<file path="config.mk">
export PLATFORM = sky130hd
export DESIGN_NAME = first_fit_range_allocator
export DESIGN_NICKNAME = d
export VERILOG_FILES = /design/src/design/ffra_pkg.sv /design/src/design/ffra_div.sv /design/src/design/ffra_datapath.sv /design/src/design/ffra_ctrl.sv /design/src/design/first_fit_range_allocator.sv
export SDC_FILE = /design/constraint.sdc
export NUM_CORES = 2
export LEC_CHECK = 0
export BUFFER_PORTS_ARGS = -buffer_cell sky130_fd_sc_hd__buf_4
export CELL_PAD_IN_SITES_DETAIL_PLACEMENT = 1
export CELL_PAD_IN_SITES_GLOBAL_PLACEMENT = 1
export CORE_UTILIZATION = 54
export DETAILED_ROUTE_END_ITERATION = 8
export GPL_ROUTABILITY_DRIVEN = 0
export HOLD_SLACK_MARGIN = 0.05
export PLACE_DENSITY_LB_ADDON = 0.05
export SYNTH_ARGS = -nofsm -noshare
export SYNTH_HDL_FRONTEND = slang
export SYNTH_SLANG_ARGS = --single-unit
</file>
<file path="constraint.sdc">
create_clock -name clk -period 14.8 [get_ports clk]
set_input_delay 1.48 -clock clk [delete_from_list [all_inputs] [get_ports clk]]
set_output_delay 1.48 -clock clk [all_outputs]
set_load 0.005 [all_outputs]
</file>
<file path="src/design/ffra_pkg.sv">
`default_nettype none
// ----------------------------------------------------------------------------
// ffra_pkg
// Shared widths, codes and controller/datapath interface types for the
// first-fit range allocator.
// ----------------------------------------------------------------------------
package ffra_pkg;

  localparam int IDX_W  = 14;
  localparam int CNT_W  = 11;
  localparam int OFS_W  = 10;
  localparam int LEN_W  = 11;
  localparam int HS_W   = 11;
  localparam int ST_W   = 2;

  localparam int MAX_PAGE_SLOTS = 1024;
  localparam logic [HS_W-1:0] HS_RESET = 11'd256;

  localparam logic [ST_W-1:0] ST_OK         = 2'd0;
  localparam logic [ST_W-1:0] ST_NO_PAGE    = 2'd1;
  localparam logic [ST_W-1:0] ST_BAD_COUNT  = 2'd2;
  localparam logic [ST_W-1:0] ST_TABLE_FULL = 2'd3;

  localparam logic KIND_ALLOC   = 1'b0;
  localparam logic KIND_RELEASE = 1'b1;

  // Register index as seen on address bit 2.
  localparam logic REG_PAGE_SIZE = 1'b0;

  typedef struct packed {
    logic            start;
    logic            out_load;
    logic            walk_init;
    logic            walk_step;
    logic            rd_cur;
    logic            rd_nb;
    logic            mul_cur;
    logic            mul_open;
    logic            idx_load;
    logic            idx_ofs;
    logic            trim;
    logic            grow_front;
    logic            wr_len;
    logic            newlen_init;
    logic            newlen_add;
    logic            take;
    logic            take_before;
    logic            link_last;
    logic            link_before;
    logic            unlink;
    logic            unlink_nb;
    logic            open_page;
    logic            div_start;
    logic            st_wr;
    logic [ST_W-1:0] st_val;
  } ffra_cmd_t;

  typedef struct packed {
    logic is_release;
    logic bad_cnt;
    logic walk_ok;
    logic c_fits;
    logic c_exact;
    logic pages_full;
    logic need_entry;
    logic spare;
    logic div_done;
    logic page_bad;
    logic stop_bad;
    logic same_pg;
    logic adj_after;
    logic stop_eq;
    logic stop_lt;
    logic n_valid;
    logic n_merge;
  } ffra_sts_t;

endpackage
`default_nettype wire

</file>
<file path="src/design/ffra_div.sv">
`default_nettype none
// ----------------------------------------------------------------------------
// ffra_div
// Restoring divider, one quotient bit per cycle; splits a global slot index
// into page and offset.
// ----------------------------------------------------------------------------
module ffra_div (
  input  wire logic                       clk,
  input  wire logic                       rst,
  input  wire logic                       start,
  input  wire logic [ffra_pkg::IDX_W-1:0] dividend,
  input  wire logic [ffra_pkg::HS_W-1:0]  divisor,
  output logic      [ffra_pkg::IDX_W-1:0] quot,
  output logic      [ffra_pkg::HS_W-1:0]  rem,
  output logic                            done
);

  localparam int CW = $clog2(ffra_pkg::IDX_W + 1);

  logic [ffra_pkg::IDX_W-1:0] dvd;
  logic [CW-1:0]              cnt;
  logic                       busy;
  logic [ffra_pkg::HS_W:0]    trial;
  logic                       ge;

  assign trial = {rem, dvd[ffra_pkg::IDX_W-1]};
  assign ge    = trial >= {1'b0, divisor};

  always_ff @(posedge clk) begin
    if (rst) begin
      busy <= 1'b0;
      done <= 1'b0;
      cnt  <= '0;
    end else if (start) begin
      busy <= 1'b1;
      done <= 1'b0;
      cnt  <= CW'(ffra_pkg::IDX_W);
    end else if (busy) begin
      cnt <= cnt - 1'b1;
      if (cnt == CW'(1)) begin
        busy <= 1'b0;
        done <= 1'b1;
      end
    end
  end

  always_ff @(posedge clk) begin
    if (start) begin
      dvd  <= dividend;
      rem  <= '0;
      quot <= '0;
    end else if (busy) begin
      dvd  <= {dvd[ffra_pkg::IDX_W-2:0], 1'b0};
      quot <= {quot[ffra_pkg::IDX_W-2:0], ge};
      if (ge) begin
        rem <= ffra_pkg::HS_W'(trial - {1'b0, divisor});
      end else begin
        rem <= ffra_pkg::HS_W'(trial);
      end
    end
  end

endmodule
`default_nettype wire

</file>
<file path="src/design/ffra_datapath.sv">
`default_nettype none
// ----------------------------------------------------------------------------
// ffra_datapath
// Range table memories, list pointers, spare entry stack, page counter and
// the arithmetic that the controller sequences.
// ----------------------------------------------------------------------------
module ffra_datapath #(
  parameter int MAX_PAGES  = 16,
  parameter int MAX_RANGES = 64
) (
  input  wire logic                       clk,
  input  wire logic                       rst,
  input  wire ffra_pkg::ffra_cmd_t        cmd,
  output ffra_pkg::ffra_sts_t             sts,
  input  wire logic [ffra_pkg::HS_W-1:0]  hs_eff,
  input  wire logic                       kind,
  input  wire logic [ffra_pkg::CNT_W-1:0] req_count,
  input  wire logic [ffra_pkg::IDX_W-1:0] req_index,
  output logic      [ffra_pkg::IDX_W-1:0] handle_index,
  output logic      [ffra_pkg::CNT_W-1:0] handle_count,
  output logic      [ffra_pkg::ST_W-1:0]  status
);

  localparam int EW    = $clog2(MAX_RANGES);
  localparam int PTRW  = $clog2(MAX_RANGES + 1);
  localparam int PGW   = (MAX_PAGES > 1) ? $clog2(MAX_PAGES) : 1;
  localparam int POW   = $clog2(MAX_PAGES + 1);
  localparam int PRODW = PGW + ffra_pkg::HS_W;
  localparam int SW    = ffra_pkg::HS_W + 1;
  localparam logic [PTRW-1:0] NIL = PTRW'(MAX_RANGES);

  typedef struct packed {
    logic [PGW-1:0]             pg;
    logic [ffra_pkg::OFS_W-1:0] ofs;
    logic [ffra_pkg::LEN_W-1:0] len;
  } rng_t;

  rng_t            dmem [MAX_RANGES];
  logic [PTRW-1:0] nmem [MAX_RANGES];
  logic [PTRW-1:0] pmem [MAX_RANGES];
  logic [EW-1:0]   smem [MAX_RANGES];

  logic                       kind_q;
  logic [ffra_pkg::CNT_W-1:0] cnt_q;
  logic [ffra_pkg::IDX_W-1:0] idx_q;
  logic [ffra_pkg::HS_W-1:0]  hs_q;
  logic [PTRW-1:0]            e_q, steps_q, ne_q;
  logic [PTRW-1:0]            head_q, tail_q, fresh_q, rc_q;
  logic [POW-1:0]             pages_open_q;
  rng_t                       c_d, n_d;
  logic [PTRW-1:0]            c_nxt, c_prv, n_nxt, n_prv;
  logic [ffra_pkg::LEN_W-1:0] newlen_q;
  logic [PRODW-1:0]           prod_q;
  logic [ffra_pkg::IDX_W-1:0] res_index_q;
  logic [ffra_pkg::ST_W-1:0]  res_st_q;
  logic [EW-1:0]              s_top;

  logic [ffra_pkg::IDX_W-1:0] page;
  logic [ffra_pkg::HS_W-1:0]  begin_ofs;
  logic                       div_done;
  logic [SW-1:0]              stop;
  logic [EW-1:0]              rd_addr;
  logic [PTRW-1:0]            rc_dec;
  logic [PTRW-1:0]            ne_sel;
  rng_t                       new_d;
  logic [PTRW-1:0]            v_idx, v_nxt, v_prv;

  logic                       d_we;
  logic [EW-1:0]              d_wa;
  rng_t                       d_wd;
  logic                       n_we, p_we, s_we;
  logic [EW-1:0]              n_wa, p_wa, s_wa;
  logic [PTRW-1:0]            n_wd, p_wd;

  ffra_div u_div (
    .clk      (clk),
    .rst      (rst),
    .start    (cmd.div_start),
    .dividend (idx_q),
    .divisor  (hs_q),
    .quot     (page),
    .rem      (begin_ofs),
    .done     (div_done)
  );

  assign stop    = {1'b0, begin_ofs} + SW'(cnt_q);
  assign rd_addr = cmd.rd_nb ? c_nxt[EW-1:0] : e_q[EW-1:0];
  assign rc_dec  = rc_q - 1'b1;
  assign ne_sel  = (rc_q != '0) ? PTRW'(s_top) : fresh_q;
  assign v_idx   = cmd.unlink_nb ? c_nxt : e_q;
  assign v_nxt   = cmd.unlink_nb ? n_nxt : c_nxt;
  assign v_prv   = cmd.unlink_nb ? n_prv : c_prv;

  always_comb begin
    if (kind_q == ffra_pkg::KIND_ALLOC) begin
      new_d.pg  = pages_open_q[PGW-1:0];
      new_d.ofs = cnt_q[ffra_pkg::OFS_W-1:0];
      new_d.len = ffra_pkg::LEN_W'(hs_q - cnt_q);
    end else begin
      new_d.pg  = page[PGW-1:0];
      new_d.ofs = begin_ofs[ffra_pkg::OFS_W-1:0];
      new_d.len = cnt_q;
    end
  end

  // Write port selection; the controller never issues two writers of the
  // same memory in one cycle.
  always_comb begin
    d_we = 1'b0;
    d_wa = e_q[EW-1:0];
    d_wd = c_d;
    n_we = 1'b0;
    n_wa = ne_sel[EW-1:0];
    n_wd = NIL;
    p_we = 1'b0;
    p_wa = ne_sel[EW-1:0];
    p_wd = tail_q;
    s_we = 1'b0;
    s_wa = rc_q[EW-1:0];
    if (cmd.take) begin
      d_we = 1'b1;
      d_wa = ne_sel[EW-1:0];
      d_wd = new_d;
      n_we = 1'b1;
      n_wd = cmd.take_before ? e_q : NIL;
      p_we = 1'b1;
      p_wd = cmd.take_before ? c_prv : tail_q;
    end
    if (cmd.trim) begin
      d_we     = 1'b1;
      d_wd.ofs = c_d.ofs + ffra_pkg::OFS_W'(cnt_q);
      d_wd.len = c_d.len - cnt_q;
    end
    if (cmd.grow_front) begin
      d_we     = 1'b1;
      d_wd.ofs = begin_ofs[ffra_pkg::OFS_W-1:0];
      d_wd.len = c_d.len + cnt_q;
    end
    if (cmd.wr_len) begin
      d_we     = 1'b1;
      d_wd.len = newlen_q;
    end
    if (cmd.link_last) begin
      n_we = tail_q < NIL;
      n_wa = tail_q[EW-1:0];
      n_wd = ne_q;
    end
    if (cmd.link_before) begin
      n_we = c_prv < NIL;
      n_wa = c_prv[EW-1:0];
      n_wd = ne_q;
      p_we = 1'b1;
      p_wa = e_q[EW-1:0];
      p_wd = ne_q;
    end
    if (cmd.unlink) begin
      n_we = v_prv < NIL;
      n_wa = v_prv[EW-1:0];
      n_wd = v_nxt;
      p_we = v_nxt < NIL;
      p_wa = v_nxt[EW-1:0];
      p_wd = v_prv;
      s_we = rc_q < NIL;
    end
  end

  always_ff @(posedge clk) begin
    if (d_we) begin
      dmem[d_wa] <= d_wd;
    end
    if (n_we) begin
      nmem[n_wa] <= n_wd;
    end
    if (p_we) begin
      pmem[p_wa] <= p_wd;
    end
    if (s_we) begin
      smem[s_wa] <= v_idx[EW-1:0];
    end
    s_top <= smem[rc_dec[EW-1:0]];
    if (cmd.rd_cur) begin
      c_d   <= dmem[rd_addr];
      c_nxt <= nmem[rd_addr];
      c_prv <= pmem[rd_addr];
    end
    if (cmd.rd_nb) begin
      n_d   <= dmem[rd_addr];
      n_nxt <= nmem[rd_addr];
      n_prv <= pmem[rd_addr];
    end
  end

  always_ff @(posedge clk) begin
    if (cmd.start) begin
      kind_q   <= kind;
      cnt_q    <= req_count;
      idx_q    <= req_index;
      hs_q     <= hs_eff;
      res_st_q <= ffra_pkg::ST_OK;
    end
    if (cmd.st_wr) begin
      res_st_q <= cmd.st_val;
    end
    if (cmd.walk_init) begin
      e_q     <= head_q;
      steps_q <= '0;
    end
    if (cmd.walk_step) begin
      e_q     <= c_nxt;
      steps_q <= steps_q + 1'b1;
    end
    if (cmd.mul_cur) begin
      prod_q <= PRODW'(c_d.pg) * PRODW'(hs_q);
    end
    if (cmd.mul_open) begin
      prod_q <= PRODW'(pages_open_q[PGW-1:0]) * PRODW'(hs_q);
    end
    if (cmd.idx_load) begin
      if (cmd.idx_ofs) begin
        res_index_q <= ffra_pkg::IDX_W'(prod_q + PRODW'(c_d.ofs));
      end else begin
        res_index_q <= ffra_pkg::IDX_W'(prod_q);
      end
    end
    if (cmd.newlen_init) begin
      newlen_q <= c_d.len + cnt_q;
    end
    if (cmd.newlen_add) begin
      newlen_q <= newlen_q + n_d.len;
    end
    if (cmd.take) begin
      ne_q <= ne_sel;
    end
    if (cmd.out_load) begin
      status <= res_st_q;
      if (res_st_q == ffra_pkg::ST_OK) begin
        handle_index <= (kind_q == ffra_pkg::KIND_RELEASE) ? idx_q : res_index_q;
        handle_count <= cnt_q;
      end else begin
        handle_index <= '0;
        handle_count <= '0;
      end
    end
  end

  // Spare entries are the recycled stack plus table entries never used.
  always_ff @(posedge clk) begin
    if (rst) begin
      head_q       <= NIL;
      tail_q       <= NIL;
      fresh_q      <= '0;
      rc_q         <= '0;
      pages_open_q <= '0;
    end else begin
      if (cmd.take) begin
        if (rc_q != '0) begin
          rc_q <= rc_q - 1'b1;
        end else begin
          fresh_q <= fresh_q + 1'b1;
        end
      end
      if (cmd.unlink) begin
        if (head_q == v_idx) begin
          head_q <= v_nxt;
        end
        if (tail_q == v_idx) begin
          tail_q <= v_prv;
        end
        if (rc_q < NIL) begin
          rc_q <= rc_q + 1'b1;
        end
      end
      if (cmd.link_last) begin
        tail_q <= ne_q;
        if (head_q == NIL) begin
          head_q <= ne_q;
        end
      end
      if (cmd.link_before && (head_q == e_q)) begin
        head_q <= ne_q;
      end
      if (cmd.open_page) begin
        pages_open_q <= pages_open_q + 1'b1;
      end
    end
  end

  always_comb begin
    sts.is_release = kind_q;
    sts.bad_cnt    = (cnt_q == '0) || (cnt_q > hs_q);
    sts.walk_ok    = (e_q < NIL) && (steps_q < NIL);
    sts.c_fits     = c_d.len >= cnt_q;
    sts.c_exact    = c_d.len == cnt_q;
    sts.pages_full = 32'(pages_open_q) >= MAX_PAGES;
    sts.need_entry = cnt_q < hs_q;
    sts.spare      = (rc_q != '0) || (fresh_q < NIL);
    sts.div_done   = div_done;
    sts.page_bad   = 32'(page) >= 32'(pages_open_q);
    sts.stop_bad   = stop > SW'(hs_q);
    sts.same_pg    = 32'(c_d.pg) == 32'(page);
    sts.adj_after  = (SW'(c_d.ofs) + SW'(c_d.len)) == SW'(begin_ofs);
    sts.stop_eq    = stop == SW'(c_d.ofs);
    sts.stop_lt    = stop < SW'(c_d.ofs);
    sts.n_valid    = c_nxt < NIL;
    sts.n_merge    = (32'(n_d.pg) == 32'(page)) &&
                     ((SW'(c_d.ofs) + SW'(newlen_q)) == SW'(n_d.ofs));
  end

`ifndef SYNTHESIS
  a_head_tail: assert property (@(posedge clk) disable iff (rst)
    (head_q == NIL) == (tail_q == NIL))
    else $error("list head and tail disagree on an empty list");

  a_recycled: assert property (@(posedge clk) disable iff (rst)
    rc_q <= fresh_q)
    else $error("more recycled entries than entries ever used");

  a_pages: assert property (@(posedge clk) disable iff (rst)
    32'(pages_open_q) <= MAX_PAGES)
    else $error("open page count above the limit");

  a_take: assert property (@(posedge clk) disable iff (rst)
    cmd.take |-> ((rc_q != '0) || (fresh_q < NIL)))
    else $error("table entry taken with none spare");
`endif

endmodule
`default_nettype wire

</file>
<file path="src/design/ffra_ctrl.sv">
`default_nettype none
// ----------------------------------------------------------------------------
// ffra_ctrl
// Sequencer for allocate and release: walks the free list, decides, and
// issues table updates to the datapath.
// ----------------------------------------------------------------------------
module ffra_ctrl (
  input  wire logic                clk,
  input  wire logic                rst,
  input  wire logic                in_valid,
  output logic                     in_ready,
  output logic                     out_valid,
  input  wire logic                out_ready,
  input  wire ffra_pkg::ffra_sts_t sts,
  output ffra_pkg::ffra_cmd_t      cmd
);

  typedef enum logic [4:0] {
    S_IDLE, S_CHK, S_A_FETCH, S_A_EVAL, S_A_IDX, S_UNLINK, S_A_NOFIT,
    S_A_LINK, S_A_MUL, S_A_OPEN, S_R_DIV, S_R_CHK, S_R_FETCH, S_R_EVAL,
    S_R_NFETCH, S_R_NEVAL, S_R_MERGE, S_R_WLEN, S_R_END, S_R_LLAST,
    S_R_LBEF, S_FIN
  } state_t;

  state_t state, state_next;

  assign in_ready = (state == S_IDLE);

  always_comb begin
    cmd        = '0;
    state_next = state;
    unique case (state)
      S_IDLE: begin
        if (in_valid) begin
          cmd.start  = 1'b1;
          state_next = S_CHK;
        end
      end
      S_CHK: begin
        if (sts.bad_cnt) begin
          cmd.st_wr  = 1'b1;
          cmd.st_val = ffra_pkg::ST_BAD_COUNT;
          state_next = S_FIN;
        end else if (sts.is_release) begin
          cmd.div_start = 1'b1;
          state_next    = S_R_DIV;
        end else begin
          cmd.walk_init = 1'b1;
          state_next    = S_A_FETCH;
        end
      end
      S_A_FETCH: begin
        if (sts.walk_ok) begin
          cmd.rd_cur = 1'b1;
          state_next = S_A_EVAL;
        end else begin
          state_next = S_A_NOFIT;
        end
      end
      S_A_EVAL: begin
        if (sts.c_fits) begin
          cmd.mul_cur = 1'b1;
          state_next  = S_A_IDX;
        end else begin
          cmd.walk_step = 1'b1;
          state_next    = S_A_FETCH;
        end
      end
      S_A_IDX: begin
        cmd.idx_load = 1'b1;
        cmd.idx_ofs  = 1'b1;
        if (sts.c_exact) begin
          state_next = S_UNLINK;
        end else begin
          cmd.trim   = 1'b1;
          state_next = S_FIN;
        end
      end
      S_UNLINK: begin
        cmd.unlink = 1'b1;
        state_next = S_FIN;
      end
      S_A_NOFIT: begin
        if (sts.pages_full) begin
          cmd.st_wr  = 1'b1;
          cmd.st_val = ffra_pkg::ST_NO_PAGE;
          state_next = S_FIN;
        end else if (!sts.need_entry) begin
          state_next = S_A_MUL;
        end else if (sts.spare) begin
          cmd.take   = 1'b1;
          state_next = S_A_LINK;
        end else begin
          cmd.st_wr  = 1'b1;
          cmd.st_val = ffra_pkg::ST_TABLE_FULL;
          state_next = S_FIN;
        end
      end
      S_A_LINK: begin
        cmd.link_last = 1'b1;
        state_next    = S_A_MUL;
      end
      S_A_MUL: begin
        cmd.mul_open = 1'b1;
        state_next   = S_A_OPEN;
      end
      S_A_OPEN: begin
        cmd.idx_load  = 1'b1;
        cmd.open_page = 1'b1;
        state_next    = S_FIN;
      end
      S_R_DIV: begin
        if (sts.div_done) begin
          state_next = S_R_CHK;
        end
      end
      S_R_CHK: begin
        if (sts.page_bad) begin
          cmd.st_wr  = 1'b1;
          cmd.st_val = ffra_pkg::ST_NO_PAGE;
          state_next = S_FIN;
        end else if (sts.stop_bad) begin
          cmd.st_wr  = 1'b1;
          cmd.st_val = ffra_pkg::ST_BAD_COUNT;
          state_next = S_FIN;
        end else begin
          cmd.walk_init = 1'b1;
          state_next    = S_R_FETCH;
        end
      end
      S_R_FETCH: begin
        if (sts.walk_ok) begin
          cmd.rd_cur = 1'b1;
          state_next = S_R_EVAL;
        end else begin
          state_next = S_R_END;
        end
      end
      S_R_EVAL: begin
        if (sts.same_pg && sts.adj_after) begin
          cmd.newlen_init = 1'b1;
          state_next      = sts.n_valid ? S_R_NFETCH : S_R_WLEN;
        end else if (sts.same_pg && sts.stop_eq) begin
          cmd.grow_front = 1'b1;
          state_next     = S_FIN;
        end else if (sts.same_pg && sts.stop_lt) begin
          if (sts.spare) begin
            cmd.take        = 1'b1;
            cmd.take_before = 1'b1;
            state_next      = S_R_LBEF;
          end else begin
            cmd.st_wr  = 1'b1;
            cmd.st_val = ffra_pkg::ST_TABLE_FULL;
            state_next = S_FIN;
          end
        end else begin
          cmd.walk_step = 1'b1;
          state_next    = S_R_FETCH;
        end
      end
      S_R_NFETCH: begin
        cmd.rd_nb  = 1'b1;
        state_next = S_R_NEVAL;
      end
      S_R_NEVAL: begin
        if (sts.n_merge) begin
          cmd.newlen_add = 1'b1;
          state_next     = S_R_MERGE;
        end else begin
          state_next = S_R_WLEN;
        end
      end
      S_R_MERGE: begin
        cmd.unlink    = 1'b1;
        cmd.unlink_nb = 1'b1;
        state_next    = S_R_WLEN;
      end
      S_R_WLEN: begin
        cmd.wr_len = 1'b1;
        state_next = S_FIN;
      end
      S_R_END: begin
        if (sts.spare) begin
          cmd.take   = 1'b1;
          state_next = S_R_LLAST;
        end else begin
          cmd.st_wr  = 1'b1;
          cmd.st_val = ffra_pkg::ST_TABLE_FULL;
          state_next = S_FIN;
        end
      end
      S_R_LLAST: begin
        cmd.link_last = 1'b1;
        state_next    = S_FIN;
      end
      S_R_LBEF: begin
        cmd.link_before = 1'b1;
        state_next      = S_FIN;
      end
      S_FIN: begin
        if (!out_valid || out_ready) begin
          cmd.out_load = 1'b1;
          state_next   = S_IDLE;
        end
      end
      default: begin
        state_next = S_IDLE;
      end
    endcase
  end

  always_ff @(posedge clk) begin
    if (rst) begin
      state     <= S_IDLE;
      out_valid <= 1'b0;
    end else begin
      state <= state_next;
      if (cmd.out_load) begin
        out_valid <= 1'b1;
      end else if (out_ready) begin
        out_valid <= 1'b0;
      end
    end
  end

endmodule
`default_nettype wire

</file>
<file path="src/design/first_fit_range_allocator.sv">
`default_nettype none
// ----------------------------------------------------------------------------
// first_fit_range_allocator
// First-fit allocator of contiguous slot ranges over pages opened on demand,
// with a coalescing free list.
// ----------------------------------------------------------------------------
// Usage: a request transaction on in_valid/in_ready carries kind, req_count
// and req_index; one response transaction on out_valid/out_ready returns
// handle_index, handle_count and status. One request is in service at a time.
// An allocate walks the free list, reading at most MAX_RANGES entries, and
// takes the first range that fits, unlinking it when it is used up, or else
// opens a new page. A release runs its checks and the bit-serial page/offset
// divider, walks the free list entry by entry and then finishes the update.
// The list walk through the single-read range table sets the rate, and the
// next request can be taken in the cycle after the response is loaded.
// The response register sits between the sides: a stalled receiver holds
// the finished response while the next request is taken and worked on; the
// block waits only when a second response is ready before the first is taken.
// Reset empties the free list, marks all range table entries spare, closes
// all pages and sets the page size register to 256. No clearing pass is
// needed. The page size is written over the APB port at address 0; the user
// must write it only while idle, and the block itself does not enforce this.
// ----------------------------------------------------------------------------
module first_fit_range_allocator #(
  parameter int MAX_PAGES  = 16,
  parameter int MAX_RANGES = 64
) (
  input  wire logic                       clk,
  input  wire logic                       rst,
  input  wire logic                       psel,
  input  wire logic                       penable,
  input  wire logic                       pwrite,
  input  wire logic [2:0]                 paddr,
  input  wire logic [31:0]                pwdata,
  output logic      [31:0]                prdata,
  output logic                            pready,
  input  wire logic                       in_valid,
  output logic                            in_ready,
  input  wire logic                       kind,
  input  wire logic [ffra_pkg::CNT_W-1:0] req_count,
  input  wire logic [ffra_pkg::IDX_W-1:0] req_index,
  output logic                            out_valid,
  input  wire logic                       out_ready,
  output logic      [ffra_pkg::IDX_W-1:0] handle_index,
  output logic      [ffra_pkg::CNT_W-1:0] handle_count,
  output logic      [ffra_pkg::ST_W-1:0]  status
);

  logic [ffra_pkg::HS_W-1:0] page_slots;
  logic [ffra_pkg::HS_W-1:0] hs_eff;
  ffra_pkg::ffra_cmd_t       cmd;
  ffra_pkg::ffra_sts_t       sts;

  assign pready = 1'b1;
  assign prdata = (paddr[2] == ffra_pkg::REG_PAGE_SIZE) ? 32'(page_slots) : '0;

  always_ff @(posedge clk) begin
    if (rst) begin
      page_slots <= ffra_pkg::HS_RESET;
    end else if (psel && penable && pwrite && pready &&
                 (paddr[2] == ffra_pkg::REG_PAGE_SIZE)) begin
      page_slots <= pwdata[ffra_pkg::HS_W-1:0];
    end
  end

  // Page size in use: zero acts as one, large values saturate.
  always_comb begin
    if (page_slots == '0) begin
      hs_eff = ffra_pkg::HS_W'(1);
    end else if (32'(page_slots) > ffra_pkg::MAX_PAGE_SLOTS) begin
      hs_eff = ffra_pkg::HS_W'(ffra_pkg::MAX_PAGE_SLOTS);
    end else begin
      hs_eff = page_slots;
    end
  end

  ffra_ctrl u_ctrl (
    .clk       (clk),
    .rst       (rst),
    .in_valid  (in_valid),
    .in_ready  (in_ready),
    .out_valid (out_valid),
    .out_ready (out_ready),
    .sts       (sts),
    .cmd       (cmd)
  );

  ffra_datapath #(
    .MAX_PAGES  (MAX_PAGES),
    .MAX_RANGES (MAX_RANGES)
  ) u_dp (
    .clk          (clk),
    .rst          (rst),
    .cmd          (cmd),
    .sts          (sts),
    .hs_eff       (hs_eff),
    .kind         (kind),
    .req_count    (req_count),
    .req_index    (req_index),
    .handle_index (handle_index),
    .handle_count (handle_count),
    .status       (status)
  );

endmodule
`default_nettype wire
</file>
== Word level (Yosys, flattened, before mapping) ==
Memories as Yosys holds them, arrays and structs flattened. A register that Yosys moved wholly into a read port is not among the register bits.
Cells that the tools add are included.

* Bits in writable memories: 2880
* Logic and storage cells: 314
* Flip-flop bits (word level): 299
* Memories kept: 4

* Reductions and logical operators: 37
* Eq/ne operators: 35
* $add $sub $neg: 16
* Order comparisons: 18
* Bitwise operators: 2
* Multipliers: 2
* Mux-type cells: 159

{| class="wikitable"
|+ Memories
! memory !! words !! width !! read ports !! clocked after memory_dff !! wr ports !! RTL line !! source
|-
| u_dp.dmem || 64 || 25 || 1 || 0 || 1 || ffra_datapath.sv:38 || <nowiki>rng_t dmem [MAX_RANGES];</nowiki>
|-
| u_dp.nmem || 64 || 7 || 1 || 0 || 1 || ffra_datapath.sv:39 || <nowiki>logic [PTRW-1:0] nmem [MAX_RANGES];</nowiki>
|-
| u_dp.pmem || 64 || 7 || 1 || 0 || 1 || ffra_datapath.sv:40 || <nowiki>logic [PTRW-1:0] pmem [MAX_RANGES];</nowiki>
|-
| u_dp.smem || 64 || 6 || 1 || 1 || 1 || ffra_datapath.sv:41 || <nowiki>logic [EW-1:0] smem [MAX_RANGES];</nowiki>
|}

{| class="wikitable"
|+ Operators by type and width
! operator !! number
|-
| $mux 7 || 28
|-
| $pmux 5 s18 || 1
|-
| $mux 14 || 6
|-
| $mux 5 || 15
|-
| $mux 11 || 6
|-
| $mux 1 || 65
|-
| $lt 7x7->1 const B || 9
|-
| $mux 25 || 2
|-
| $mux 6 || 8
|-
| $mux 21 || 2
|-
| $eq 5x4->1 const B || 8
|-
| $mux 3 || 12
|-
| $sub 11x11->11 || 3
|-
| $eq 5x5->1 const B || 6
|-
| $eq 4x14->1 || 2
|-
| $mul 4x11->14 || 2
|-
| $add 10x11->12 || 2
|-
| $eq 12x10->1 || 2
|-
| $add 11x11->11 || 2
|-
| $logic_not 11->1 || 2
|-
| $add 7x1->7 const B || 3
|-
| $eq 7x7->1 || 3
|-
| $eq 5x3->1 const B || 4
|-
| $reduce_bool 2->1 || 8
|-
| other kinds (39) || 68
|}

== Longest topological paths before layout ==
* Depth in word-level cells: 13
* Gate-level depth with buffers: 22
* Gate-level depth less buffers: 19

== Modules after synthesis ==
A second synthesis with hierarchy kept.

* Cells, all modules: 8548
* Area total of the unflattened synthesis: 134874.4 um^2

{| class="wikitable"
|+ Modules (own cells, without submodules)
! module !! cells an instance !! times used !! area an instance (um^2)
|-
| ffra_datapath || 8021 || 1 || 130476.4
|-
| ffra_div || 256 || 1 || 2469.9
|-
| ffra_ctrl || 170 || 1 || 1156.1
|-
| first_fit_range_allocator || 101 || 1 || 772.0
|}

== Worst setup path after synthesis ==
No wires, ideal clock.

* Kind: flip-flop to flip-flop
* Start point: register u_dp.cnt_q[0] in the netlist's numbering
* End point: memory u_dp.dmem[0][10] in the netlist's numbering (data pin)
* Data arrival time: 6.528 ns
* Buffers on the path: 0
* Setup time: 0.741 ns
* Path slack: 7.531 ns
* Data required time: 14.059 ns
* Cell stages (with the launch flop): 18
* Path through: edfxtp_1 -> ha_1 -> fa_1 -> a211oi_1 -> o21ai_0 -> a21oi_1 -> o21bai_1 -> a21oi_1 -> xnor2_1 -> ha_1 -> nand4_1 -> nor2_1 -> nand2_1 -> or4_1 -> or2_2 -> nor2_1 -> nor2_1 -> a221oi_1

{| class="wikitable"
|+ RTL lines
! what !! RTL line !! source
|-
| from (decl) || ffra_datapath.sv:44 || <nowiki>logic [ffra_pkg::CNT_W-1:0] cnt_q;</nowiki>
|-
| from (signal assigned) || ffra_datapath.sv:196 || <nowiki>cnt_q <= req_count;</nowiki>
|-
| to (decl) || ffra_datapath.sv:38 ||
|}

== Worst setup path in the final report ==
* Start point: register u_dp.cnt_q[0] in the netlist's numbering
* End point: memory u_dp.pmem[0][2] in the netlist's numbering, enable pin

* Longest elaborated chain between the ends: 12
* Elaborated cells on any way between the ends: 17

{| class="wikitable"
|+ RTL lines
! what !! RTL line !! source
|-
| $add 11x11->12 || ffra_datapath.sv:86 || <nowiki>assign stop = {1'b0, begin_ofs} + SW'(cnt_q);</nowiki>
|-
| $lt 12x10->1 || ffra_datapath.sv:303 || <nowiki>sts.stop_lt = stop < SW'(c_d.ofs);</nowiki>
|-
| $logic_and 1x1->1 || ffra_ctrl.sv:146 || <nowiki>end else if (sts.same_pg && sts.stop_lt) begin</nowiki>
|-
| $mux 2 || ffra_ctrl.sv:146 ||
|-
| $mux 2 || ffra_ctrl.sv:143 || <nowiki>end else if (sts.same_pg && sts.stop_eq) begin</nowiki>
|-
| $mux 2 || ffra_ctrl.sv:140 || <nowiki>if (sts.same_pg && sts.adj_after) begin</nowiki>
|-
| $pmux 1 s3 * || ffra_ctrl.sv:32 || <nowiki>unique case (state)</nowiki>
|-
| $mux 1 * || ffra_datapath.sv:120 || <nowiki>if (cmd.take) begin</nowiki>
|-
| $mux 1 * || ffra_datapath.sv:148 || <nowiki>if (cmd.link_before) begin</nowiki>
|-
| $mux 1 * || ffra_datapath.sv:156 || <nowiki>if (cmd.unlink) begin</nowiki>
|-
| $mux 1 * || ffra_datapath.sv:174 || <nowiki>if (p_we) begin</nowiki>
|-
| $mux 1 (not written as such) * || ffra_datapath.sv:175 || <nowiki>pmem[p_wa] <= p_wd;</nowiki>
|-
| to (decl) || ffra_datapath.sv:40 ||
|}

Mark *: on every way between the ends. The rest lies on a longest branch, timed or not.

==> run_results.csv <==
group,metric,value,unit
die,rows,182,
setup_path,path_class,"reg -> reg",
timing,fmaxAchievable,0.133,GHz
clock_network,cts-resized-gates,0,
yosys,seq_area_frac_synth,0.707,
timing,drv_slew,0,
timing,tightest_slew,1.30,ns
yosys,yosysUniqueCellTypes,86,
clock_network,holdBufCountCts,0,
timing,rsz0062_at_grt,"false",
timing,fin_skew,0.101,ns
placement,placed_cells,11000,
layout,nets,8282,
yosys,yosys.area.top_type,"edfxtp_1",
routing,post_drt_wl_per_cell,31.0,um
power_and_ir_drop,peakVddDrop,0.108,mV
timing,period_needed,7.51,ns
clock_network,post_cts_buffers,0,
layout,stdcell_area,0.150,mm^2
die,core-area,0.246,mm^2
layout,final_core_util,0.610,
yosys,ys_top_cells_by_area,"edfxtp_1 69%, mux4_2 13%, nand2_1 2.5%, ha_1 1.6%, dfxtp_1 1.3%",
layout,drive_above_1_share,0.203,
die,io_pins,130,
clock_network,cts_tree,"done",
hold_path,hp-class,"reg -> reg",
routing,first_pass_iters,5,
global_route,grt.total_usage,0.288,
clock_network,clkLatencyLatePin,0.97,ns
die,die_height,500,um
setup_path,crit_required,15.36,ns
timing,slew_headroom,0.125,
power_and_ir_drop,p_leak,49.0,nW
die,start_util,0.544,
yosys,async_reset_ff_frac,0,
power_and_ir_drop,power,24.9,mW
yosys,synth-edff-count,3098,
run_status,status,"completed",
routing,drt_iter0_markers,7302,
die,die_area,0.250,mm^2
global_route,grt_antenna_before_repair,13,
setup_path,cp-start-kind,"flip-flop",
timing,finalCritPeriodShare,0.508,
flow_run,drv_cap,0,
placement,dp_hpwl,213000,um
clock_network,cts.sinks,3185,
timing,finalHoldViolCount,0,
layout,area_delta_synth_final,12.2,%
yosys,synthTopCellsByCount,"3098 x edfxtp_1, 877 x nand2_1, 750 x mux4_2, 407 x nor2_1, 281 x clkbuf_1",
yosys,yosys_warnings,0,
global_route,grt_pass1_vias,77400,
yosys,yosys.cell_count.top_type,"edfxtp_1",
yosys,synth_top_area_share,0.694,
routing,dr_total_vias,73400,
routing,final_antenna_net_count,0,
timing,fin_tns_setup,0,ns
placement,port_buffers,84,
setup_path,worst-path-max-fanout,28,
yosys,synth.avg_cell_area,17.2,um^2
setup_path,worstPathArrival,8.08,ns
yosys,synthCells,7788,
yosys,netlist_area,0.134,mm^2
setup_path,setup.worst_path.end_class,"flip-flop",
clock_network,root_buffer,"clkbuf_16",
clock_network,cts_max_level,5,
timing,setup_viol,0,
yosys,synth_top_flop_cell,"edfxtp_1",
clock_network,numCtsBuffers,342,
routing,wirelength,358000,um
global_route,grt_max_degree,125,
global_route,grt-ovfl-total,0,
global_route,grt_pass1_wl,524000,um
routing,drc,0,
die,die-width,500,um
power_and_ir_drop,powerDensity,166,mW/mm^2
yosys,synth-seq-cells,3185,
layout,finalNonFillerCells,11600,
clock_network,clk_pin_slew,0.06,ns
setup_path,r2r_setup_slack,7.29,ns
placement,dpl-instance-area,0.140,mm^2
routing,vias_per_cell,6.35,
clock_network,cts.path.max_buffers,4,
-- state kept, by name (all words and copies together), names as in the netlist, 14 cells and up --
| signal | cells |
|---|---|
| u_dp.c_d | 25 |
| u_dp.dmem | 1600 |
| u_dp.handle_index | 14 |
| u_dp.idx_q | 14 |
| u_dp.n_d | 25 |
| u_dp.nmem | 448 |
| u_dp.pmem | 448 |
| u_dp.prod_q | 14 |
| u_dp.res_index_q | 14 |
| u_dp.smem | 384 |
| u_dp.u_div.dvd | 14 |
| u_dp.u_div.quot | 14 |
-- cell usage in the layout, fill, tap and decap left out, drive strengths merged, types with 87 or more instances in the layout --
cell and n:
clkbuf 427, edfxtp 3098, and2 100, mux4 750, a31oi 110, inv 178, o21ai 198, buf 273
xnor2 104, a21oi 202, nand2 877, dfxtp 87, ha 171, nand3 148, clkinv 140, a211oi 108
mux2i 113, nor2 408
-- worst paths after layout --
| kind | start | cells after the start | endpoint |
|---|---|---|---|
| worst max-delay path | u_dp.cnt_q[0] | 19 | u_dp.pmem[0][2] |
| worst min-delay path | u_dp.res_st_q[0] | 0 | u_dp.status[0] |
| worst max register to register | u_dp.cnt_q[0] | 19 | u_dp.pmem[0][2] |
| worst min register to register | u_dp.res_st_q[0] | 0 | u_dp.status[0] |
-- stage by stage --
step	worst slack, ns	hold WS [ns]
after floorplan	7.53	0.417
after global placement	7.55	0.426
after detailed placement	7.51	0.439
after CTS	7.45	0.457
after global routing	7.10	0.490
final	7.29	0.457
-- cell families (layout without fill, tap and decap cells) --
group                      after synthesis  after routing  share of synthesized area
DFF                                   3185           3185                      0.707
xor gates and xnor gates               165            165                     0.0109
muxes                                  885            885                      0.136
and+or+nand+nor                       1828           1828                     0.0604
buffers and inverters                  597           1042                     0.0183
other                                    2             26                  0.0000560
adders and majority gates              217            217                     0.0228
AOI/OAI and AO/OA                      909            909                     0.0438
-- metal layers --
layer  up-vias  global-route usage  share of wire
li1      31200                   -              -
met4         0              0.0895          0.032
met5         -                   0              0
met2      2775               0.471           0.49
met3       596              0.0416          0.071
met1     38900               0.404           0.41
-- critical path, stage by stage (launching register included) --
cell and delay (ns):
edfxtp_1 0.60, ha_1 0.34, fa_1 0.45, a211oi_1 0.33
o21ai_0 0.16, a21oi_1 0.24, o21bai_1 0.09, a21oi_1 0.18
xnor2_1 0.19, ha_1 0.29, o21ai_0 0.19, a21oi_1 0.07
a2111oi_0 0.71, and4b_1 0.43, o41a_2 0.47, nor2_8 0.22
inv_2 0.14, buf_4 0.51, o2111ai_2 0.66, nor2_1 0.88
-- report_power, final --
group	total, mW	internal, mW	switching (mW)
logic	5.52	1.76	3.76
registers	11.3	11.1	0.225
clock network	8.09	4.65	3.45
-- layout make-up --
type	count	area (um^2)
Sequential cell	3185	94800
Clock inverter	173	1490
Tap cell	3312	4140
Timing Repair Buffer	273	2150
Antenna cell	4	10.0
Clock buffer	427	8940
Multi-Input combinational cell	4026	38200
Fill cell	21300	96100
Inverter	169	634
Note: power is estimated with default switching activity, not from simulation.
